### src/rtl/rlsu_pkg.sv
// Shared types, constants and helpers for the run-limited sequence unranker.
// No dependencies; used by rlsu_ctrl, rlsu_dp, run_limited_sequence_unranker and tb_top.
`timescale 1ns / 1ps

package rlsu_pkg;

	// Default sizing of the count storage
	localparam int MAX_LEN_DEF   = 16;
	localparam int MAX_ALPHA_DEF = 16;
	localparam int MAX_RUN_DEF   = 16;

	// Fixed field widths
	localparam int CNT_W = 63;
	localparam int CFG_W = 5;
	localparam int IDX_W = 2;

	typedef logic [CNT_W-1:0] count_t;
	typedef logic [CFG_W-1:0] cfg_t;

	localparam count_t SAT_MAX = '1;

	// Configuration register indexes
	typedef enum logic [IDX_W-1:0] {
		REG_ALPHABET_SIZE = 2'd0,
		REG_MAX_RUN       = 2'd1,
		REG_SEQ_LENGTH    = 2'd2
	} reg_idx_t;

	// Controller states
	typedef enum logic [3:0] {
		ST_IDLE,
		ST_F_START,
		ST_F_ADD,
		ST_F_WRITE,
		ST_W_READ,
		ST_W_ACC,
		ST_LEN_NEXT,
		ST_T_READ,
		ST_T_ADD,
		ST_T_CHECK,
		ST_G_READ,
		ST_G_TAKE,
		ST_H_TAKE,
		ST_SCAN
	} state_t;

	// Datapath commands
	typedef enum logic [3:0] {
		OP_NONE,
		OP_LOAD,
		OP_F_START,
		OP_F_ADD,
		OP_F_WRITE,
		OP_W_READ,
		OP_W_ACC,
		OP_LEN_NEXT,
		OP_T_READ,
		OP_T_ADD,
		OP_T_CHECK,
		OP_G_READ,
		OP_G_TAKE,
		OP_H_TAKE,
		OP_SCAN
	} dp_op_t;

	// Datapath status toward the controller
	typedef struct packed {
		logic len_one;   // length / position counter is 1
		logic len_last;  // length counter equals configured length
		logic a_one;     // single-symbol alphabet
		logic f_done;    // last multiply-by-add step for the leading count
		logic k_last;    // run counter reached max run
		logic j_last;    // symbol counter reached alphabet size
		logic rank_bad;  // rank zero or above the total
		logic h_used;    // repeat of the previous symbol is still allowed
		logic pick;      // scan settles on the current symbol
		logic cfg_hit;   // write to a known register
	} status_t;

	// Saturating add at 2^63-1
	function automatic count_t sat_add(input count_t x, input count_t y);
		logic [CNT_W:0] s;
		s = {1'b0, x} + {1'b0, y};
		return s[CNT_W] ? SAT_MAX : s[CNT_W-1:0];
	endfunction

	// Zero reads as one, above the top reads as the top
	function automatic cfg_t clamp_cfg(input cfg_t v, input logic [6:0] top);
		if (v == '0)
			return cfg_t'(1);
		if ({2'b00, v} > top)
			return top[CFG_W-1:0];
		return v;
	endfunction

endpackage

### src/rtl/rlsu_ctrl.sv
// Sequencer of the run-limited sequence unranker: table build, total check, decode.
// Depends on rlsu_pkg; drives rlsu_dp through dp_op_t commands and reads status_t.
`timescale 1ns / 1ps

module rlsu_ctrl (
	input  logic              clk,
	input  logic              arst_n,
	input  logic              start,
	input  rlsu_pkg::status_t st,
	output rlsu_pkg::dp_op_t  op,
	output logic              busy
);

	rlsu_pkg::state_t state_q, state_d;
	logic             ready_q;
	logic             set_ready;

	// State and table-valid flag
	always_ff @(posedge clk or negedge arst_n) begin
		if (!arst_n) begin
			state_q <= rlsu_pkg::ST_IDLE;
			ready_q <= 1'b0;
		end else begin
			state_q <= state_d;
			if (st.cfg_hit)
				ready_q <= 1'b0;
			else if (set_ready)
				ready_q <= 1'b1;
		end
	end

	// Next state
	always_comb begin
		state_d = state_q;
		case (state_q)
			rlsu_pkg::ST_IDLE: begin
				if (start)
					state_d = ready_q ? rlsu_pkg::ST_T_READ : rlsu_pkg::ST_F_START;
			end
			rlsu_pkg::ST_F_START: begin
				if (st.len_one || st.a_one)
					state_d = rlsu_pkg::ST_F_WRITE;
				else
					state_d = rlsu_pkg::ST_F_ADD;
			end
			rlsu_pkg::ST_F_ADD: begin
				if (st.f_done)
					state_d = rlsu_pkg::ST_F_WRITE;
			end
			rlsu_pkg::ST_F_WRITE: state_d = rlsu_pkg::ST_W_READ;
			rlsu_pkg::ST_W_READ:  state_d = rlsu_pkg::ST_W_ACC;
			rlsu_pkg::ST_W_ACC: begin
				state_d = st.k_last ? rlsu_pkg::ST_LEN_NEXT : rlsu_pkg::ST_W_READ;
			end
			rlsu_pkg::ST_LEN_NEXT: begin
				state_d = st.len_last ? rlsu_pkg::ST_T_READ : rlsu_pkg::ST_F_START;
			end
			rlsu_pkg::ST_T_READ: state_d = rlsu_pkg::ST_T_ADD;
			rlsu_pkg::ST_T_ADD: begin
				if (st.j_last)
					state_d = rlsu_pkg::ST_T_CHECK;
			end
			rlsu_pkg::ST_T_CHECK: begin
				state_d = st.rank_bad ? rlsu_pkg::ST_IDLE : rlsu_pkg::ST_G_READ;
			end
			rlsu_pkg::ST_G_READ: state_d = rlsu_pkg::ST_G_TAKE;
			rlsu_pkg::ST_G_TAKE: begin
				state_d = st.h_used ? rlsu_pkg::ST_H_TAKE : rlsu_pkg::ST_SCAN;
			end
			rlsu_pkg::ST_H_TAKE: state_d = rlsu_pkg::ST_SCAN;
			rlsu_pkg::ST_SCAN: begin
				if (st.pick)
					state_d = st.len_one ? rlsu_pkg::ST_IDLE : rlsu_pkg::ST_G_READ;
			end
			default: state_d = rlsu_pkg::ST_IDLE;
		endcase
	end

	// Commands
	always_comb begin
		op        = rlsu_pkg::OP_NONE;
		set_ready = 1'b0;
		case (state_q)
			rlsu_pkg::ST_IDLE: begin
				if (start)
					op = rlsu_pkg::OP_LOAD;
			end
			rlsu_pkg::ST_F_START: op = rlsu_pkg::OP_F_START;
			rlsu_pkg::ST_F_ADD:   op = rlsu_pkg::OP_F_ADD;
			rlsu_pkg::ST_F_WRITE: op = rlsu_pkg::OP_F_WRITE;
			rlsu_pkg::ST_W_READ:  op = rlsu_pkg::OP_W_READ;
			rlsu_pkg::ST_W_ACC:   op = rlsu_pkg::OP_W_ACC;
			rlsu_pkg::ST_LEN_NEXT: begin
				if (st.len_last)
					set_ready = 1'b1;
				else
					op = rlsu_pkg::OP_LEN_NEXT;
			end
			rlsu_pkg::ST_T_READ:  op = rlsu_pkg::OP_T_READ;
			rlsu_pkg::ST_T_ADD:   op = rlsu_pkg::OP_T_ADD;
			rlsu_pkg::ST_T_CHECK: op = rlsu_pkg::OP_T_CHECK;
			rlsu_pkg::ST_G_READ:  op = rlsu_pkg::OP_G_READ;
			rlsu_pkg::ST_G_TAKE:  op = rlsu_pkg::OP_G_TAKE;
			rlsu_pkg::ST_H_TAKE:  op = rlsu_pkg::OP_H_TAKE;
			rlsu_pkg::ST_SCAN:    op = rlsu_pkg::OP_SCAN;
			default:              op = rlsu_pkg::OP_NONE;
		endcase
	end

	assign busy = (state_q != rlsu_pkg::ST_IDLE);

endmodule

### config.mk
export PLATFORM = sky130hd
export DESIGN_NAME = rlsu_ctrl
export DESIGN_NICKNAME = d
export VERILOG_FILES = /design/src/rtl/rlsu_pkg.sv /design/src/rtl/rlsu_ctrl.sv
export SDC_FILE = /design/constraint.sdc
export NUM_CORES = 1
export LEC_CHECK = 0
export BUFFER_PORTS_ARGS = -buffer_cell sky130_fd_sc_hd__buf_2
export CORE_AREA = 2 2 39 41
export CTS_CLUSTER_DIAMETER = 150
export DETAILED_ROUTE_END_ITERATION = 12
export DIE_AREA = 0 0 41 43
export PLACE_DENSITY = 0.62
export SLEW_MARGIN = 20
export SYNTH_ARGS = -nofsm -noshare
export SYNTH_HDL_FRONTEND = slang
export SYNTH_SLANG_ARGS = --single-unit
### constraint.sdc
create_clock -name clk -period 1.6 [get_ports clk]
set_input_delay 0.32 -clock clk [delete_from_list [all_inputs] [get_ports clk]]
set_output_delay 0.32 -clock clk [all_outputs]
set_load 0.05 [all_outputs]
==> flow_metrics.env, run 1 <==
export IMPL_status="finished, final reports clean"
export IMPL_clock_skew_ns=0.004501
export IMPL_ff2ff_setup_slack_ns=0.20
export IMPL_initial_core_util_pct=33.27
export IMPL_drt_pass1_iter_count=4
export IMPL_gp_congestion=0.8916
export IMPL_synth_edf_count=0
export IMPL_drt_total_wl_mm=1.357
export IMPL_critPathKind="flip-flop to output pin"
export IMPL_dr_first_iter_drc_count=7
export IMPL_viasPerCell=5.440
export IMPL_multiInputGateArea_sq_um=349.1
export IMPL_place_hpwl_mm=1.037
export IMPL_synth_top_cell_area_share_pct=27.17
export IMPL_leakage_uw=0.0003350
export IMPL_fin_util_pct=52.80
export IMPL_synth_ff_type="dfrtp_1"
export IMPL_synthArstFlopShare_pct=100.0
export IMPL_rsz0062_at_grt="true"
export IMPL_post_dp_cell_area_sq_um=601.8
export IMPL_htree_levels=1
export IMPL_hold_end="ready_q"
export IMPL_coreArea_sq_um=1384
export IMPL_cp_max_fo=5
export IMPL_die_w_microns=41
export IMPL_synth_common_cells="7 x nand2_1, 7 x o21ai_1, 5 x a21oi_1, 5 x dfrtp_1, 5 x nor2_1"
export IMPL_drcViolationCount=0
export IMPL_cts_tree="done"
export IMPL_port_buffers=17
export IMPL_clk_path_buf_depth=2
export IMPL_synth_cell_types=24
export IMPL_drive_above_1_share_pct=47.31
export IMPL_io_pins=18
export IMPL_hold_viol=0
export IMPL_startpoint_type="flip-flop"
export IMPL_max_cap_violations=0
export IMPL_crit_chain="nor4_2 -> buf_4 -> nor3_4 -> buf_6"
export IMPL_area_growth_pct=58.70
export IMPL_synth_warnings=0
export IMPL_cpPeakStageDelay_ns=0.44
export IMPL_critPathRequiredTime_ns=1.28
export IMPL_syn_num_nets=79
export IMPL_fin_crit_sh_pct=99.50
export IMPL_routed_via_count=593
export IMPL_ant_nets=0
export IMPL_grt_max_degree=12
export IMPL_reg2reg_depth=5
export IMPL_hold_class="input port to flip-flop"
export IMPL_fin_crit_ns=1.592
export IMPL_pwr_density_cell_nw_per_um2=2362
export IMPL_antenna_found_initial=0
export IMPL_fillers=139
export IMPL_arrival_ns=1.27
export IMPL_gr_total_overflow=0
export IMPL_fin_area_sq_um=730.7
export IMPL_p_total_uw=1726
export IMPL_yosys_area_top_type="dfrtp_1"
export IMPL_synth_seq_cells=5
export IMPL_worstMarginPinSlew_ns=0.2120
export IMPL_diodes=0
export IMPL_critPathSlowestCell="dfrtp_2"
export IMPL_hold_ws_ns=0.2239
export IMPL_root_buffer="clkbuf_4"
export IMPL_grt_pass1_vias=486
export IMPL_grt_pass1_wl_mm=2.007
export IMPL_clk_pin_slew_ns=0.04
export IMPL_clk_latency_ns=0.24
export IMPL_cts_buffers=3
export IMPL_timing_rr_end="state_q[2]"
export IMPL_die_h_microns=43
export IMPL_fp_row_count=14
export IMPL_synth_avg_cell_area_sq_um=6.976
export IMPL_synth_yosys_seq_area_share_pct=27.17
export IMPL_slew_headroom_pct=85.80
export IMPL_setup_violations=0
export IMPL_reg2reg_from="state_q[3]"
export IMPL_synth_area_sq_um=460.4
export IMPL_synth_cells=66
export IMPL_cts_sinks=5
export IMPL_hp_start="st[0]"
export IMPL_peakVddDrop_v=0.001059
export IMPL_end_kind="output pin"
export IMPL_finalMaxSlewViolations=0
export IMPL_regArea_sq_um=130.1
export IMPL_synthTopCellsByArea="dfrtp_1 27%, o21ai_1 7.6%, nand2_1 5.7%"
export IMPL_track_usage_pct=16.89
export IMPL_nets=107
export IMPL_post_drt_wl_per_cell_microns=12.45
export IMPL_dieArea_sq_um=1763
export IMPL_worstHoldPathCells=2
export IMPL_max_clock_freq_ghz=0.6281
cell type report:
class / instances / area share [%]
clock buffers: 4 / 3.596
multi-input cells: 54 / 47.77
inverters: 3 / 1.884
well taps: 16 / 2.740
repair buffers: 27 / 26.20
flip-flops and latches: 5 / 17.81
registers in the layout, indices dropped and copies added, names as in the netlist:
signal,flops
state_q,4
ready_q,1
what timing repair did:
item                                    4_1_cts  5_1_grt
hold endpoints to repair                      5        0
endpoints found under the setup margin        5        5
pin swaps                                     1        2
setup buffers                                 1        3
gates resized for setup                      13       11
hold buffers                                  1        0
power breakdown:
part	internal [uW]	total (uW)	leakage, uW	switching, uW
clock	94.2	146	0.0000150	51.4
sequential	190	291	0.0000583	101
combinational	536	1290	0.000262	754
worst max-delay path: cells and delay by family (launching register included):
family	cells	cell delay, ns
flops	1	0.44
buf+inv	2	0.31
simple gates	2	0.28
metrics by stage:
step	std cells	setup TNS (ns)	setup WS, ns
detailed placement	100	0	0.1069
global route	109	-0.1257	-0.04964
finish	109	0	0.007986
CTS	106	-0.0007481	-0.0007481
global placement	100	0	0.1051
floorplan	66	0	0.002857
worst max-delay path by stage:
stage	startpoint	end	slack, ns	depth (start not counted)
floorplan	state_q[3]	op[0]	0.003	4
global placement	state_q[3]	op[0]	0.11	4
detailed placement	state_q[0]	op[1]	0.11	4
CTS	state_q[3]	op[0]	-0.0007	4
global route	state_q[2]	op[0]	-0.05	4
finish	state_q[2]	op[0]	0.008	4
logic make-up after synthesis:
group / Yosys count / share of synthesized area [%]
compound gates: 24 / 29.62
buf+inv: 7 / 6.793
flops: 5 / 27.17
mux: 1 / 2.174
simple gates: 29 / 34.24
layout by cell type (no fill, tap or decap), drive strengths merged, types with 2 or more instances in the layout:
cell type	synthesis	routed
nand2b	3	3
clkbuf	0	5
nor2	5	5
o21ai	11	11
dfrtp	5	5
a211oi	2	2
a21oi	5	5
nor2b	4	4
o22ai	2	2
nand2	7	7
a31oi	2	2
and2b	2	2
nor3	2	2
buf	4	25
inv	3	3
and3	2	2
metal layers:
metal | global-route usage, % | vias to the layer above | routed length (microns)
met5 | 0 | - | 0
met4 | 8.000 | 0 | 35
met3 | 4.712 | 4 | 64
met2 | 25.00 | 19 | 674
met1 | 21.71 | 278 | 583
li1 | - | 292 | -
No activity file was read; power rests on OpenSTA's default activity.
==> run 2, diff against run 1 <==
clock period = 1.9 ns   (was 1.6 ns; I/O delays follow)
==> run 2 against run 1 <==
Against the previous run:
- die area is the same
- clock skew shrank 0.0026 ns
- power shrank 33%
- utilization shrank 9.3 points
- register-to-register slack gained 0.22 ns
- global-route usage shrank 2.0 points
- final cell count shrank 6.4%
- highest routed layer is now met3
- critical endpoint unchanged
- combinational power shrank 40%
==> flow_metrics.env, run 2 (synthesized netlist as in run 1, its figures left out) <==
export IMPL_clk_path_buf_depth=2
export IMPL_finalMaxSlewViolations=0
export IMPL_reg2reg_depth=4
export IMPL_gp_congestion=0.8042
export IMPL_cts_sinks=5
export IMPL_coreArea_sq_um=1384
export IMPL_dr_first_iter_drc_count=8
export IMPL_critPathRequiredTime_ns=1.52
export IMPL_die_h_microns=43
export IMPL_drive_above_1_share_pct=30.23
export IMPL_io_pins=18
export IMPL_cts_buffers=3
export IMPL_clock_skew_ns=0.001881
export IMPL_nets=100
export IMPL_max_clock_freq_ghz=0.5601
export IMPL_final_setup_worst_slack_ns=0.1147
export IMPL_fillers=145
export IMPL_drt_total_wl_mm=1.125
export IMPL_cts_repair_resized=0
export IMPL_leakage_uw=0.0002883
export IMPL_worstHoldPathCells=2
export IMPL_fp_row_count=14
export IMPL_arrival_ns=1.41
export IMPL_root_buffer="clkbuf_4"
export IMPL_ff2ff_setup_slack_ns=0.42
export IMPL_critPathKind="flip-flop to output pin"
export IMPL_clk_pin_slew_ns=0.04
export IMPL_most_common_layout_cells="17 x buf_2, 8 x o21ai_1, 7 x nand2_1"
export IMPL_fin_crit_ns=1.785
export IMPL_hold_class="input port to flip-flop"
export IMPL_rsz0062_at_grt="false"
export IMPL_hp_start="st[0]"
export IMPL_antenna_found_initial=0
export IMPL_startpoint_type="flip-flop"
export IMPL_final_common_cell="buf_2"
export IMPL_pwr_density_cell_nw_per_um2=1909
export IMPL_track_usage_pct=14.85
export IMPL_top_register="state_q"
export IMPL_grt_max_degree=13
export IMPL_diodes=0
export IMPL_status="finished, final reports clean"
export IMPL_setup_violations=0
export IMPL_end_kind="output pin"
export IMPL_largest_register_ffs=4
export IMPL_routed_via_count=536
export IMPL_viasPerCell=5.255
export IMPL_hold_end="ready_q"
export IMPL_grt_pass1_vias=435
export IMPL_post_drt_wl_per_cell_microns=11.03
export IMPL_port_buffers=17
export IMPL_ant_nets=0
export IMPL_slew_headroom_pct=75.95
export IMPL_cp_startpoint="state_q[3]"
export IMPL_pre_cts_ws_ns=0.3113
export IMPL_peakVddDrop_v=0.001003
export IMPL_cp_max_fo=6
export IMPL_reg2reg_from="state_q[1]"
export IMPL_gr_total_overflow=0
export IMPL_worstMarginPinSlew_ns=0.3608
export IMPL_cts_tree="done"
export IMPL_dieArea_sq_um=1763
export IMPL_htree_levels=1
export IMPL_drcViolationCount=0
export IMPL_hold_viol=0
export IMPL_timing_rr_end="state_q[1]"
export IMPL_clk_latency_ns=0.23
export IMPL_fin_crit_sh_pct=93.96
export IMPL_grt_pass1_wl_mm=1.814
export IMPL_max_cap_violations=0
export IMPL_die_w_microns=41
export IMPL_tns_ns=0
export IMPL_reg_top3="state_q x4, ready_q x1"
export IMPL_place_hpwl_microns=899.7
export IMPL_drt_pass1_iter_count=4
export IMPL_initial_core_util_pct=33.27
export IMPL_area_growth_pct=30.71
[run 2: cell count changes in the layout (fill, tap and decap cells not counted), sizes merged]
cell    previous run  this run
clkbuf             5         4
buf               25        19
[run 2: worst max path at each step]
stage,end,slack (ns),depth (start not counted)
global route,op[2],0.01,4
CTS,op[0],0.1,4
detailed placement,op[0],0.31,5
finish,op[0],0.11,4
global placement,op[2],0.32,5
floorplan,op[2],-0.001,4
[run 2: worst max-delay path, cell delays in order, from the launching register on]
cell and delay [ns]:
dfrtp_1 0.43, nor2_1 0.23, nor2_1 0.09, nor3_2 0.14, buf_2 0.28
[run 2: layout make-up]
type	count	area, sq um	area share [%]
Clock buffer	4	26.28	4.366
Inverter	3	11.26	1.871
Multi-Input combinational cell	54	309.0	51.35
Sequential cell	5	125.1	20.79
Tap cell	16	20.02	3.326
Timing Repair Buffer	20	110.1	18.30
[run 2: timing repair]
item,4_1_cts,5_1_grt
endpoints found under the setup margin,0,0
buffers inserted,0,0
hold buffers,1,0
endpoints found under the hold margin,5,0
[run 2: per-layer routing]
metal | GRT usage (%) | part of all wire (%)
met1 | 22.30 | 49
met2 | 20.94 | 43
met3 | 3.141 | 7.1
met4 | 4.000 | 0
met5 | 0 | 0
[run 2: report_power, final]
part | leakage [uW] | internal [uW] | switching, uW | total (uW)
sequential | 0.0000629 | 151 | 106 | 257
clock | 0.0000150 | 78.9 | 36.7 | 116
combinational | 0.000210 | 263 | 514 | 777
total | 0.000288 | 493 | 656 | 1150
[run 2: through the flow]
step / instance area [sq um] / utilization (%) / power (uW) / instances / hold slack [ns]
after floorplan: 465.4 / - / 860.3 / 66 / 0.08441
after global placement: 565.5 / 40.87 / 1038 / 97 / 0.1958
after detailed placement: 565.5 / 40.87 / 1030 / 97 / 0.1970
after CTS: 601.8 / 43.49 / 1155 / 102 / 0.2846
after global routing: 601.8 / 43.49 / 1250 / 102 / 0.2839
final: 601.8 / 43.49 / 1149 / 102 / 0.2932
